[config.mk]
export PLATFORM = sky130hd
export DESIGN_NAME = hashed_base_prime_test_32_core
export DESIGN_NICKNAME = d
export VERILOG_FILES = /design/src/hbpt_pkg.sv /design/src/hashed_base_prime_test_32_core.sv
export SDC_FILE = /design/constraint.sdc
export NUM_CORES = 1
export LEC_CHECK = 0
export BUFFER_PORTS_ARGS = -buffer_cell sky130_fd_sc_hd__buf_4
export CORE_ASPECT_RATIO = 2
export CORE_MARGIN = 1
export CORE_UTILIZATION = 58
export DETAILED_ROUTE_END_ITERATION = 10
export GPL_ROUTABILITY_DRIVEN = 0
export PLACE_DENSITY = 0.78
export SYNTH_ARGS = -nofsm -noshare
export SYNTH_HDL_FRONTEND = slang
export SYNTH_SLANG_ARGS = --single-unit
[constraint.sdc]
create_clock -name clk -period 25.5 [get_ports clk]
set_input_delay 0 -clock clk [delete_from_list [all_inputs] [get_ports clk]]
set_output_delay 0 -clock clk [all_outputs]
set_load 0.05 [all_outputs]
[src/hbpt_pkg.sv]
// shared types, constants and helpers for the hashed-base prime test core
// no dependencies
package hbpt_pkg;

	localparam logic [31:0] MIX_MUL = 32'h045D_9F3B;

	typedef enum logic [3:0] {
		ST_IDLE,
		ST_HASH1,
		ST_HASH2,
		ST_DECIDE,
		ST_RED,
		ST_TZ,
		ST_PSQ,
		ST_PMUL,
		ST_CHK,
		ST_SQ,
		ST_DONE
	} state_t;

	// 8-bit value mod 3: base-4 digits each weigh 1 mod 3
	function automatic logic [1:0] mod3_8(input logic [7:0] v);
		logic [3:0] s;
		logic [1:0] r;
		s = {2'b00, v[1:0]} + {2'b00, v[3:2]} + {2'b00, v[5:4]} + {2'b00, v[7:6]};
		case (s)
			4'd0, 4'd3, 4'd6, 4'd9, 4'd12: r = 2'd0;
			4'd1, 4'd4, 4'd7, 4'd10:       r = 2'd1;
			default:                       r = 2'd2;
		endcase
		return r;
	endfunction

	// one msb-first remainder step for a small divisor
	function automatic logic [2:0] rem_step(input logic [2:0] r, input logic b,
			input logic [3:0] k);
		logic [3:0] t;
		t = {r, b};
		if (t >= k) begin
			t = t - k;
		end
		return t[2:0];
	endfunction

endpackage

[src/hashed_base_prime_test_32_core.sv]
// hashed-base single-base strong probable prime test on a 32-bit candidate
// depends on hbpt_pkg
//
// sequence: after the hash, candidates settled by trial division go straight to the result;
//   others go on through base reduction, the trailing zeros of n-1, the exponentiation,
//   the check and the squarings, with 33 to 63 modular products in all
// throughput: one candidate at a time, the next beat taken in the cycle after the result
//   registers; a bit-serial modular multiplier works one operand bit per cycle
// reset: arst_n clears the sequencer and the output valid at once
module hashed_base_prime_test_32_core (
	input  logic        clk,
	input  logic        arst_n,
	input  logic        in_valid,
	output logic        in_stall,
	input  logic [31:0] candidate,
	output logic        out_valid,
	input  logic        out_stall,
	output logic        is_prime,
	output logic [7:0]  mix_hash
);

	hbpt_pkg::state_t state_q, state_d;

	// candidate and trial division remainders
	logic [31:0] n_q;
	logic [31:0] sh_q;
	logic [2:0]  r3_q, r5_q, r7_q;

	// bit-serial hash multiplier
	logic [31:0] hh_q, ht_q, hc_q, hh_step;
	logic [7:0]  hash_q;

	// bit-serial modular multiplier
	logic [31:0] mm_a_q, mm_b_q, mm_r_q, mm_res;
	logic [4:0]  cnt_q;
	logic [33:0] mm_t, mm_t1, mm_m1, mm_m2;
	logic        cnt_last;

	// strong test state
	logic [31:0] base_q, d_q, e_q, acc_q;
	logic [4:0]  s_q, i_q, ecnt_q;
	logic        verdict_q;

	// output register
	logic        out_valid_q, is_prime_q;
	logic [7:0]  mix_hash_q;

	// decision from hash and trial division
	logic        dec_final, dec_val;
	logic [1:0]  base_sel;
	logic [31:0] base_val;
	logic        out_load, nm1_hit, one_hit, pow_last, sq_more;
	logic [31:0] nm1;

	assign cnt_last = (cnt_q == 5'd31);
	assign hh_step  = ht_q[0] ? hh_q + hc_q : hh_q;

	// r < m and b < m, so 2r + b < 3m: compare against m and 2m side by side
	always_comb begin
		mm_m1  = {2'b00, n_q};
		mm_m2  = {1'b0, n_q, 1'b0};
		mm_t   = {1'b0, mm_r_q, 1'b0} + (mm_a_q[31] ? {2'b00, mm_b_q} : 34'd0);
		if (mm_t >= mm_m2) begin
			mm_t1 = mm_t - mm_m2;
		end else if (mm_t >= mm_m1) begin
			mm_t1 = mm_t - mm_m1;
		end else begin
			mm_t1 = mm_t;
		end
		mm_res = mm_t1[31:0];
	end

	assign nm1      = n_q - 32'd1;
	assign nm1_hit  = (mm_res == nm1);
	assign one_hit  = (acc_q == 32'd1) || (acc_q == nm1);
	assign pow_last = (ecnt_q == 5'd31);
	assign sq_more  = ({1'b0, i_q} + 6'd1) < {1'b0, s_q};
	assign base_sel = hbpt_pkg::mod3_8(hash_q);

	always_comb begin
		case (base_sel)
			2'd0:    base_val = 32'd2;
			2'd1:    base_val = 32'd7;
			default: base_val = 32'd61;
		endcase
	end

	// small candidates and multiples of 2, 3, 5, 7 settle without the strong test
	always_comb begin
		dec_final = 1'b1;
		dec_val   = 1'b0;
		if (n_q < 32'd2) begin
			dec_val = 1'b0;
		end else if (n_q == 32'd2 || n_q == 32'd3 || n_q == 32'd5 || n_q == 32'd7) begin
			dec_val = 1'b1;
		end else if (!n_q[0] || r3_q == 3'd0 || r5_q == 3'd0 || r7_q == 3'd0) begin
			dec_val = 1'b0;
		end else begin
			dec_final = 1'b0;
		end
	end

	assign out_load = (state_q == hbpt_pkg::ST_DONE) && (!out_valid_q || !out_stall);

	// next state
	always_comb begin
		state_d = state_q;
		case (state_q)
			hbpt_pkg::ST_IDLE: begin
				if (in_valid) begin
					state_d = hbpt_pkg::ST_HASH1;
				end
			end
			hbpt_pkg::ST_HASH1: begin
				if (cnt_last) begin
					state_d = hbpt_pkg::ST_HASH2;
				end
			end
			hbpt_pkg::ST_HASH2: begin
				if (cnt_last) begin
					state_d = hbpt_pkg::ST_DECIDE;
				end
			end
			hbpt_pkg::ST_DECIDE: begin
				state_d = dec_final ? hbpt_pkg::ST_DONE : hbpt_pkg::ST_RED;
			end
			hbpt_pkg::ST_RED: begin
				if (cnt_last) begin
					state_d = hbpt_pkg::ST_TZ;
				end
			end
			hbpt_pkg::ST_TZ: begin
				if (d_q[0]) begin
					state_d = hbpt_pkg::ST_PSQ;
				end
			end
			hbpt_pkg::ST_PSQ: begin
				if (cnt_last) begin
					if (e_q[31]) begin
						state_d = hbpt_pkg::ST_PMUL;
					end else if (pow_last) begin
						state_d = hbpt_pkg::ST_CHK;
					end
				end
			end
			hbpt_pkg::ST_PMUL: begin
				if (cnt_last) begin
					state_d = pow_last ? hbpt_pkg::ST_CHK : hbpt_pkg::ST_PSQ;
				end
			end
			hbpt_pkg::ST_CHK: begin
				if (one_hit || !({1'b0, i_q} < {1'b0, s_q})) begin
					state_d = hbpt_pkg::ST_DONE;
				end else begin
					state_d = hbpt_pkg::ST_SQ;
				end
			end
			hbpt_pkg::ST_SQ: begin
				if (cnt_last && (nm1_hit || !sq_more)) begin
					state_d = hbpt_pkg::ST_DONE;
				end
			end
			hbpt_pkg::ST_DONE: begin
				if (out_load) begin
					state_d = hbpt_pkg::ST_IDLE;
				end
			end
			default: begin
				state_d = hbpt_pkg::ST_IDLE;
			end
		endcase
	end

	always_ff @(posedge clk or negedge arst_n) begin
		if (!arst_n) begin
			state_q <= hbpt_pkg::ST_IDLE;
		end else begin
			state_q <= state_d;
		end
	end

	// datapath
	always_ff @(posedge clk) begin
		case (state_q)
			hbpt_pkg::ST_IDLE: begin
				n_q   <= candidate;
				sh_q  <= candidate;
				r3_q  <= 3'd0;
				r5_q  <= 3'd0;
				r7_q  <= 3'd0;
				hh_q  <= 32'd0;
				ht_q  <= candidate ^ {16'd0, candidate[31:16]};
				hc_q  <= hbpt_pkg::MIX_MUL;
				cnt_q <= 5'd0;
			end
			hbpt_pkg::ST_HASH1: begin
				// trial division rides along, msb first
				r3_q  <= hbpt_pkg::rem_step(r3_q, sh_q[31], 4'd3);
				r5_q  <= hbpt_pkg::rem_step(r5_q, sh_q[31], 4'd5);
				r7_q  <= hbpt_pkg::rem_step(r7_q, sh_q[31], 4'd7);
				sh_q  <= {sh_q[30:0], 1'b0};
				cnt_q <= cnt_q + 5'd1;
				if (cnt_last) begin
					hh_q <= 32'd0;
					ht_q <= hh_step ^ {16'd0, hh_step[31:16]};
					hc_q <= hbpt_pkg::MIX_MUL;
				end else begin
					hh_q <= hh_step;
					ht_q <= {1'b0, ht_q[31:1]};
					hc_q <= {hc_q[30:0], 1'b0};
				end
			end
			hbpt_pkg::ST_HASH2: begin
				cnt_q <= cnt_q + 5'd1;
				hh_q  <= hh_step;
				ht_q  <= {1'b0, ht_q[31:1]};
				hc_q  <= {hc_q[30:0], 1'b0};
				if (cnt_last) begin
					hash_q <= hh_step[7:0] ^ hh_step[23:16];
				end
			end
			hbpt_pkg::ST_DECIDE: begin
				verdict_q <= dec_val;
				// base mod n through the multiplier: base times one
				mm_a_q    <= base_val;
				mm_b_q    <= 32'd1;
				mm_r_q    <= 32'd0;
				cnt_q     <= 5'd0;
				d_q       <= n_q - 32'd1;
				s_q       <= 5'd0;
			end
			hbpt_pkg::ST_RED: begin
				cnt_q  <= cnt_q + 5'd1;
				mm_a_q <= {mm_a_q[30:0], 1'b0};
				mm_r_q <= mm_res;
				if (cnt_last) begin
					base_q <= mm_res;
				end
			end
			hbpt_pkg::ST_TZ: begin
				if (!d_q[0]) begin
					d_q <= {1'b0, d_q[31:1]};
					s_q <= s_q + 5'd1;
				end else begin
					e_q    <= d_q;
					ecnt_q <= 5'd0;
					i_q    <= 5'd1;
					acc_q  <= 32'd1;
					mm_a_q <= 32'd1;
					mm_b_q <= 32'd1;
					mm_r_q <= 32'd0;
					cnt_q  <= 5'd0;
				end
			end
			hbpt_pkg::ST_PSQ, hbpt_pkg::ST_PMUL: begin
				cnt_q  <= cnt_q + 5'd1;
				mm_a_q <= {mm_a_q[30:0], 1'b0};
				mm_r_q <= mm_res;
				if (cnt_last) begin
					acc_q  <= mm_res;
					mm_r_q <= 32'd0;
					mm_a_q <= mm_res;
					if (state_q == hbpt_pkg::ST_PSQ && e_q[31]) begin
						mm_b_q <= base_q;
					end else begin
						// next exponent bit: square again
						mm_b_q <= mm_res;
						e_q    <= {e_q[30:0], 1'b0};
						ecnt_q <= ecnt_q + 5'd1;
					end
				end
			end
			hbpt_pkg::ST_CHK: begin
				mm_a_q <= acc_q;
				mm_b_q <= acc_q;
				mm_r_q <= 32'd0;
				cnt_q  <= 5'd0;
				if (one_hit) begin
					verdict_q <= 1'b1;
				end else begin
					verdict_q <= 1'b0;
				end
			end
			hbpt_pkg::ST_SQ: begin
				cnt_q  <= cnt_q + 5'd1;
				mm_a_q <= {mm_a_q[30:0], 1'b0};
				mm_r_q <= mm_res;
				if (cnt_last) begin
					acc_q     <= mm_res;
					mm_a_q    <= mm_res;
					mm_b_q    <= mm_res;
					mm_r_q    <= 32'd0;
					i_q       <= i_q + 5'd1;
					verdict_q <= nm1_hit;
				end
			end
			default: begin
			end
		endcase
	end

	// output register, held while stalled
	always_ff @(posedge clk or negedge arst_n) begin
		if (!arst_n) begin
			out_valid_q <= 1'b0;
		end else if (out_load) begin
			out_valid_q <= 1'b1;
		end else if (!out_stall) begin
			out_valid_q <= 1'b0;
		end
	end

	always_ff @(posedge clk) begin
		if (out_load) begin
			is_prime_q <= verdict_q;
			mix_hash_q <= hash_q;
		end
	end

	assign in_stall  = (state_q != hbpt_pkg::ST_IDLE);
	assign out_valid = out_valid_q;
	assign is_prime  = is_prime_q;
	assign mix_hash  = mix_hash_q;

	// in the exponentiation and squaring states the running remainder and b operand stay reduced
	a_mm_reduced: assert property (@(posedge clk) disable iff (!arst_n)
		(state_q == hbpt_pkg::ST_PSQ || state_q == hbpt_pkg::ST_PMUL ||
		 state_q == hbpt_pkg::ST_SQ) |-> (mm_r_q < n_q && mm_b_q < n_q))
		else $error("modular multiplier operand out of range");

	// the strong test only sees odd candidates of at least eleven
	a_odd_cand: assert property (@(posedge clk) disable iff (!arst_n)
		(state_q == hbpt_pkg::ST_CHK || state_q == hbpt_pkg::ST_SQ) |->
		(n_q[0] && n_q >= 32'd11 && s_q != 5'd0 && d_q[0]))
		else $error("strong test entered with a bad split of n-1");

	// a new result only appears from the done state
	a_out_src: assert property (@(posedge clk) disable iff (!arst_n)
		$rose(out_valid_q) |-> $past(state_q) == hbpt_pkg::ST_DONE)
		else $error("result raised outside the done state");

	// the squaring loop never runs past s-1 squarings
	a_sq_bound: assert property (@(posedge clk) disable iff (!arst_n)
		state_q == hbpt_pkg::ST_SQ |-> i_q < s_q)
		else $error("squaring loop overran");

endmodule
* Yosys cells after proc, flatten, opt, wreduce, memory -nomap -nowiden
Memories as Yosys holds them, arrays and structs flattened. Index checks and enable logic that the tools add are counted.
Storage, ports and cells: flip-flop bits (word level) 436, bits in latches 0, bits in writable memories 0, bits in read-only memories 32, bits of input ports 36, output and inout port bits 11, logic and storage cells 212, memories kept 1
Memory list:
- (no name shown) | words 16, bits a word 2, rd ports 1, clocked after memory_dff 0, wr ports 0, RTL line hbpt_pkg.sv:26 | case (s)
Operators by class: $add $sub $neg 16, $mul 0, divide/modulo/power cells 0, magnitude comparators 8, equality and inequality tests 36, shifts and indexed selects 0, multiplexer cells 70, bitwise gates (word level) 3, reductions and logical operators 52
Operator list (count):
- $mux 32 | 18
- $pmux 32 s5 | 2
- $pmux 32 s3 | 3
- $pmux 32 s2 | 4
- $pmux 32 s4 | 1
- $eq 32x2->1 const B | 2
- $eq 32x3->1 const B | 2
- $eq 32x32->1 | 2
- $sub 32x32->32 | 2
- $xor 32x16->32 | 2
- $mux 4 | 13
- $pmux 4 s11 | 1
- $add 33x32->34 | 1
- $ge 34x32->1 | 1
- $ge 34x33->1 | 1
- $add 32x32->32 | 1
- $eq 32x1->1 const B | 1
- $lt 32x2->1 const B | 1
- $sub 32x1->32 const B | 1
- $mux 5 | 6
- $pmux 5 s2 | 3
- $ne 2x2->1 const B | 13
- $add 5x1->5 const B | 4
- $pmux 3 s2 | 3
- 42 further kinds | 97

* Longest topological paths before layout
Gate-level depths: netlist of the first run.
depth after elaboration 10, gate-level depth with buffers 31, depth with buffers taken out 29

* Worst setup path before layout of the first run
No wires, ideal clock.
kind flip-flop to flip-flop, start reg state_q[0], end reg mm_a_q[0], enable pin, setup time 0.871 ns, arrival time 8.030 ns, data required time 24.629 ns, path slack 16.598 ns, cell stages (with the launch flop) 5, buffers on the path 2, clock period less this slack 8.902 ns, path through dfrtp_1 clkbuf_1 clkbuf_1 a21oi_1 nor2b_1
Between the ends: cells in the longest elaborated chain, start to end 4, elaborated cells on any way between the ends 11, those cells by class 8 x eq/ne; 3 x reduce/logical
RTL lines:
- from (decl) | RTL line hashed_base_prime_test_32_core.sv:22 | hbpt_pkg::state_t state_q, state_d;
- from (signal assigned) | RTL line hashed_base_prime_test_32_core.sv:176 | state_q <= hbpt_pkg::ST_IDLE;
- from (signal assigned) | RTL line hashed_base_prime_test_32_core.sv:178 | state_q <= state_d;
- $eq 4x3->1 / $eq 4x4->1 (equally long branches) | RTL line hashed_base_prime_test_32_core.sv:184 | case (state_q)
- $reduce_or 3->1 (no line)
- $reduce_bool 5->1 (no line)
- $reduce_and 2->1 (no line) (*)
- to (signal assigned) | RTL line hashed_base_prime_test_32_core.sv:225 | mm_a_q <= base_val;
- to (signal assigned) | RTL line hashed_base_prime_test_32_core.sv:234 | mm_a_q <= {mm_a_q[30:0], 1'b0};
- to (signal assigned) | RTL line hashed_base_prime_test_32_core.sv:257 | mm_a_q <= {mm_a_q[30:0], 1'b0};
- to (decl) | RTL line hashed_base_prime_test_32_core.sv:34 | logic [31:0] mm_a_q, mm_b_q, mm_r_q, mm_res;
Mark *: on every way between the ends. The rest lies on a longest branch, timed or not. A chain may end at the register's enable or synchronous reset.

* Worst setup path in the final report of the first run
start reg mm_a_q[31], end reg state_q[0]
Between the ends: cells in the longest elaborated chain, start to end 10, elaborated cells on any way between the ends 13, those cells by class 3 x add/sub; 2 x order compare; 2 x eq/ne; 3 x mux; 3 x reduce/logical
RTL lines:
- $mux 32 (*) | RTL line hashed_base_prime_test_32_core.sv:62 | mm_t = {1'b0, mm_r_q, 1'b0} + (mm_a_q[31] ? {2'b00, mm_b_q} : 34'd0);
- $add 33x32->34 (*) | RTL line hashed_base_prime_test_32_core.sv:62
- $sub 32x32->32 / $ge 34x32->1 (equally long branches) | RTL line hashed_base_prime_test_32_core.sv:66, hashed_base_prime_test_32_core.sv:65
- $mux 32 | RTL line hashed_base_prime_test_32_core.sv:65 | end else if (mm_t >= mm_m1) begin
- $mux 32 (*) | RTL line hashed_base_prime_test_32_core.sv:63 | if (mm_t >= mm_m2) begin
- $eq 32x32->1 (*) | RTL line hashed_base_prime_test_32_core.sv:74 | assign nm1_hit = (mm_res == nm1);
- $logic_or 1x1->1 (*) | RTL line hashed_base_prime_test_32_core.sv:159 | if (cnt_last && (nm1_hit || !sq_more)) begin
- $logic_and 1x1->1 (*) | RTL line hashed_base_prime_test_32_core.sv:159
- $ne 2x2->1 (no line) (*)
- $reduce_and 10->1 (no line) (*)
Marks and branches as above.

==> run summary, run 1 <==
FLOORPLAN
------------------------------------------------------------------------------------
Floorplan die width                                                           160 um
Height of the chip                                                            317 um
Die area                                                                  50,700 um2
Initial Utilization                                                            58.8%
Ports placed on the boundary                                                      47
Area of the core region                                                   49,100 um2
Number of standard-cell rows in the floorplan                                    115

GRT
------------------------------------------------------------------------------------
Global-route wire length before repair                                    154,000 um
Number of antenna violations at the first check in global routing                  5
Largest net degree at the start of global routing                                 71
Total congestion overflow                                                          0
Combined global-route utilization of all metal layers                          41.7%
Via count of the first global-routing pass                                     24.8k

STA
------------------------------------------------------------------------------------
Final critical delay including setup and external delays                     9.78 ns
Final number of max-transition violations                                          0
Total negative slack for setup checks                                           0 ns
Relative max-transition margin                                                0.168%
Period Utilization, post-route                                                 38.4%
Max Clock Skew                                                             0.0141 ns
RSZ-0062 raised after global routing                                              no
Highest clock rate                                                           102 MHz
Final hold vios                                                                    0
Setup-failing EPs final                                                            0
Worst slew pin tran                                                          1.46 ns

FINAL LAYOUT
------------------------------------------------------------------------------------
Number of nets in the final layout                                             3,203
Synth-to-layout area growth                                                    9.56%
Core Util, Final                                                               64.4%
Share of layout cells above drive strength 1                                   7.47%
Finished Cell Area                                                        31,600 um2

CLOCK NETWORK
------------------------------------------------------------------------------------
CTS buffer count                                                                  39
Maximum level of the CTS H-tree                                                    2
Hold-fix buffers, CTS                                                             35
Post-cts resize count                                                              0
Post-CTS Setup Repair Bufs                                                         0
Root Driver                                                                clkbuf_16
Worst-path clk slew                                                          0.07 ns
Worst-Skew Late Latency                                                      0.59 ns
Largest buffer count on any clock path                                             3
Number of clock sinks                                                            436
Clock tree from TritonCTS                                                       done

CRITICAL PATH
------------------------------------------------------------------------------------
Arrival time worst endpoint                                                 10.25 ns
Kind of critical path                                                   register to register
Maximum cell stage delay along the critical path                             1.09 ns
Library cell appearing most often on the critical path                       a21oi_1
Critical path launch point                                                mm_a_q[31]
Count of cells along the worst register-to-register path                          27
Flop2flop setup slack                                                       15.72 ns
Startpoint Class                                                            register
Startpoint of the worst register-to-register path                         mm_a_q[31]
Worst Path Required                                                         25.97 ns
Worst Path Max Fanout                                                             60
Capturing element type of the critical path                                 register
Endpoint of the most critical register-to-register path                   state_q[0]
Crit path capture                                                         state_q[0]
Slowest library cell on the worst path                                      o311ai_0

SYNTH
------------------------------------------------------------------------------------
Post-Synthesis Cell Area                                                  28,800 um2
Share of the yosys chip area belonging to registers                            45.3%
Compound-gate portion of the synthesized area                                  16.5%
Average footprint of a synthesized cell                                     9.75 um2
Number of flops mapped to enable cells by yosys                                  431
Mux share of post-synthesis cell area                                          2.22%
Yosys cell types                                                                  93
Gate count after technology mapping                                            2,958
Yosys reg bits                                                                   436
Adder-cell share of the synthesized area                                       7.19%
YS warnings                                                                        0
Parity-gate share of the synthesized area counting xor and xnor cells          7.43%
Net Count, Synth                                                               3,155
Dominant combinational cell family by area after synthesis              simple AND/OR/NAND/NOR gates
Share of flip-flops with an asynchronous set or reset                          1.15%
Top FF cell, synth                                                          edfxtp_1
Fraction of the mapped netlist area in simple logic gates                      18.0%

STATUS
------------------------------------------------------------------------------------
Violated checks                                                         capacitance limit
Status                                                                  finished, violations left

JOB
------------------------------------------------------------------------------------
Number of max-cap violations                                                       1

PLACEMENT
------------------------------------------------------------------------------------
Total cell area at the placement stage                                    30,000 um2
Number of I/O port buffers                                                        46
HPWL after DPL                                                             73,400 um

DRT
------------------------------------------------------------------------------------
Routed wire per std cell                                                     28.2 um
Per-cell via count in the routed design                                         6.86
Remaining antenna violation count after routing                                    0
Count of TritonRoute iterations in the first routing pass                          6
Total Routed Length                                                       104,000 um
Post-route DRC                                                                     0
First DRT Iteration DRCs                                                       2,842
Total number of vias                                                           25.3k

WORST HOLD PATH
------------------------------------------------------------------------------------
Worst min-delay path startpoint                                         candidate[15]
Class of the most critical hold timing path                             input pin to register

placed cells by master (no fill, tap or decap), drive strengths merged, types with 70 or more instances in the layout:
cell | Yosys | final
xnor2 | 142 | 142
edfxtp | 431 | 431
and2 | 70 | 70
inv | 118 | 121
nor2 | 281 | 281
buf | 18 | 98
a21oi | 167 | 167
xor2 | 94 | 94
nand2 | 383 | 383
ha | 153 | 153
o21ai | 164 | 164
sequential cells by signal, summed over array words and instances, names as in the netlist, 8 cells and up:
| signal | count |
|---|---|
| acc_q | 32 |
| base_q | 32 |
| d_q | 32 |
| e_q | 32 |
| hc_q | 32 |
| hh_q | 32 |
| ht_q | 32 |
| mm_a_q | 32 |
| mm_b_q | 32 |
| mm_r_q | 32 |
| n_q | 32 |
| sh_q | 32 |
| hash_q | 8 |
| mix_hash | 8 |
how the worst min path moves through the flow:
stage                      endpoint  depth (start not counted)
after detailed placement  out_valid                          1
after floorplan           out_valid                          0
after global placement    out_valid                          1
final                       n_q[15]                          2
after global routing         n_q[4]                          2
after CTS                   n_q[13]                          2
stage by stage:
step / hold WS [ns] / worst slack [ns] / instances
after floorplan: -0.296 / 16.60 / 2958
after global placement: -0.181 / 16.52 / 3571
after detailed placement: -0.178 / 16.20 / 3572
after CTS: 0.167 / 16.11 / 3679
after global routing: 0.185 / 15.11 / 3681
final: 0.177 / 15.72 / 3683
routing by layer:
metal | global-route usage [%] | share of wire (%) | up-vias
met2 | 71.0 | 48 | 1763
met5 | 0.852 | 0.058 | -
met3 | 9.89 | 9.1 | 633
met1 | 40.3 | 30 | 11904
met4 | 43.3 | 13 | 4
li1 | - | - | 10958
critical path, delay by kind of cell, from the launching register on:
family,cells,cell delay (ns)
AO/OA/AOI/OAI,12,4.55
adder cells (fa/ha/maj),3,1.04
buffers and inverters,2,0.34
flip-flops,1,0.35
multiplexers,2,0.77
AND/OR/NAND/NOR,8,2.60
logic make-up after synthesis:
group,after synthesis
compound gates,717
xor+xnor,239
fa+ha+maj,161
buf+inv,245
flops,436
mux,61
simple gates,1099
synthesized netlist by cell type (9+ instances only):
cell type  number  area (um2)
edfxtp_1      431       12900
nand2_1       383        1440
nor2_1        281        1050
a21oi_1       166         831
o21ai_0       154         771
ha_1          153        1910
xnor2_1       141        1230
inv_1         117         439
clkbuf_1      108         405
xor2_1         94         823
and2_1         69         432
nor3_1         60         300
a21o_1         56         420
mux2i_1        50         500
nand2b_1       50         313
nand3_1        48         240
a22oi_1        45         338
nand4_1        38         238
nand3b_1       36         270
a211oi_1       34         255
o211ai_1       32         240
o21a_1         31         233
nor2b_1        28         175
o221ai_1       27         236
and3_1         25         156
nor4_1         25         156
a31oi_1        21         131
o21bai_1       17         128
o31ai_1        13        97.6
or2_2          13        81.3
a2111oi_0      11        96.3
buf_1          11        41.3
mux2_2          9         101
or3_1           9        56.3
or4_1           9        67.6
cell type report:
cell class	instances	area, um2
multi-input cells	2277	15000
fillers	3796	17500
diodes	3	7.51
flip-flops and latches	436	13100
clock inverters	26	205
repair buffers	133	1080
clock buffers	46	1010
inverters	119	447
well taps	643	805
Power of run 1 is not shown: default switching activity piles up to over one toggle a cycle in this logic, so the estimate is an artifact.
==> run 2, diff against run 1 <==
--- a/config.mk
+++ b/config.mk
@@ -11,7 +11,7 @@
 export CORE_UTILIZATION = 58
 export DETAILED_ROUTE_END_ITERATION = 10
 export GPL_ROUTABILITY_DRIVEN = 0
-export PLACE_DENSITY = 0.78
+export PLACE_DENSITY = 0.81
 export SYNTH_ARGS = -nofsm -noshare
 export SYNTH_HDL_FRONTEND = slang
 export SYNTH_SLANG_ARGS = --single-unit
==> constraint.sdc (replaced) <==
create_clock -name clk -period 8.02 [get_ports clk]
set_input_delay 0 -clock clk [delete_from_list [all_inputs] [get_ports clk]]
set_output_delay 0 -clock clk [all_outputs]
set_load 0.05 [all_outputs]
==> run summary, run 2 (synthesized netlist as in run 1, its figures left out) <==
STATUS
--------------------------------------------------------------------------------
Status                                                              finished, violations left
Violated checks                                                     capacitance limit, slew limit

GRT
--------------------------------------------------------------------------------
Total congestion overflow                                                      0
Number of antenna violations at the first check in global routing              5
Global-route wire length before repair                                155,000 um
Combined global-route utilization of all metal layers                      42.1%
Largest net degree at the start of global routing                             77
Via count of the first global-routing pass                                 25.2k

CRITICAL PATH
--------------------------------------------------------------------------------
Capturing element type of the critical path                             register
Startpoint of the worst register-to-register path                     mm_a_q[31]
Worst Path Max Fanout                                                         30
Critical path launch point                                            mm_a_q[31]
Kind of critical path                                               register to register
Worst Path Required                                                      8.50 ns
Startpoint Class                                                        register
Arrival time worst endpoint                                              8.36 ns

FLOORPLAN
--------------------------------------------------------------------------------
Initial Utilization                                                        58.8%
Area of the core region                                               49,100 um2
Ports placed on the boundary                                                  47
Floorplan die width                                                       160 um
Die area                                                              50,700 um2
Height of the chip                                                        317 um
Number of standard-cell rows in the floorplan                                115

FINAL LAYOUT
--------------------------------------------------------------------------------
Most common cell after layout, fill and taps aside                      edfxtp_1
Core Util, Final                                                           65.2%
Synth-to-layout area growth                                                11.0%
Top library cells by usage in the layout, fill and taps aside       edfxtp_1 (431), nand2_1 (382), nor2_1 (275)
Share of layout cells above drive strength 1                               8.97%
Number of nets in the final layout                                         3,238
Final Non-Filler Cells                                                     3,710

STA
--------------------------------------------------------------------------------
Final hold vios                                                                0
Highest clock rate                                                       127 MHz
Relative max-transition margin                                            -5.80%
Max Clock Skew                                                         0.0244 ns
Final critical delay including setup and external delays                 7.87 ns
Total negative slack for setup checks                                       0 ns
Setup-failing EPs final                                                        0
Worst slew pin tran                                                      1.58 ns
Final number of max-transition violations                                      6
Period Utilization, post-route                                             98.2%

WORST HOLD PATH
--------------------------------------------------------------------------------
Worst min-delay path startpoint                                     candidate[14]
Class of the most critical hold timing path                         input pin to register

PLACEMENT
--------------------------------------------------------------------------------
Total placed cells including tap cells                                     3,607
HPWL after DPL                                                         73,000 um
Number of I/O port buffers                                                    46

CLOCK NETWORK
--------------------------------------------------------------------------------
Worst-path clk slew                                                      0.07 ns
Number of clock sinks                                                        436
Root Driver                                                            clkbuf_16
Clock tree from TritonCTS                                                   done
CTS buffer count                                                              37
Worst-Skew Late Latency                                                  0.60 ns
Largest buffer count on any clock path                                         3
Maximum level of the CTS H-tree                                                2

DRT
--------------------------------------------------------------------------------
Count of TritonRoute iterations in the first routing pass                     10
Total number of vias                                                       25.6k
Total Routed Length                                                   106,000 um
Remaining antenna violation count after routing                                0
First DRT Iteration DRCs                                                   2,885
Per-cell via count in the routed design                                     6.91
Post-route DRC                                                                 0
Routed wire per std cell                                                 28.5 um

JOB
--------------------------------------------------------------------------------
Number of max-cap violations                                                   2

[run 2: cell types whose count changed in the layout (fill, tap and decap cells not counted), sizes merged]
| cell | before | now |
|---|---|---|
| clkinvlp | 3 | 0 |
| buf | 98 | 135 |
| clkbuf | 46 | 41 |
| inv | 121 | 120 |
| bufinv | 1 | 4 |
| clkinv | 20 | 17 |
| diode | 3 | 2 |
[run 2: final timing paths]
kind,endpoint,slack [ns],cells past startpoint
worst max-delay path,state_q[0],0.15,25
worst min-delay path,n_q[14],0.17,2
worst max register to register,state_q[0],0.15,25
worst min register to register,mix_hash[5],0.48,0
max in group asynchronous,out_valid,7.42,3
min in group asynchronous,state_q[3],0.37,3
[run 2: worst max-delay path, stage by stage (launching register included)]
cell and delay [ns]:
edfxtp_1 0.54, buf_4 0.21, and2_1 0.15, ha_1 0.35, o21ai_0 0.24, o32a_1 0.34, nand2b_1 0.09, a21oi_1 0.35
mux2i_2 0.61, nand2_1 0.26, ha_1 0.40, nand2_1 0.13, o21ai_0 0.13, a211oi_1 0.39, nand2_1 0.21, a21bo_2 0.28
a41o_1 0.33, nor2_4 0.40, buf_12 0.25, o21ai_0 0.11, o21ai_0 0.98, nor3b_1 0.14, nand4_1 0.14, nor4_2 0.08
a21oi_1 0.27, mux2_4 0.34
[run 2: cell type report]
type	count	area, um2
diodes	2	5.00
clock buffers	41	962
clock inverters	22	245
fillers	3650	17100
inverters	119	447
multi-input cells	2277	15100
flip-flops and latches	436	13100
well taps	643	805
repair buffers	170	1380
[run 2: per-stage QoR]
stage	area [um2]	hold WS [ns]	worst slack (ns)
after global routing	32000	0.183	-0.0831
final	32000	0.166	0.145
after global placement	30200	-0.187	0.187
after floorplan	28800	-0.296	1.32
after detailed placement	30200	-0.186	0.146
after CTS	31800	0.180	0.120
[run 2: what timing repair did]
action | in CTS | in global routing
resized for setup | 0 | 29
endpoints found under the hold margin | 103 | 0
setup endpoints to repair | 0 | 10
setup buffers | 0 | 2
hold buffers | 35 | 0
[run 2: routing by layer]
metal	track usage [%]	vias to the layer above	wire length (um)	part of all wire (%)
met4	44.0	6	13700	13
met5	0.379	-	33	0.031
met3	12.6	732	11100	11
met2	69.8	1860	49400	47
li1	-	11026	-	-
met1	40.6	11996	31500	30
Power of run 2 is left out for the same reason.
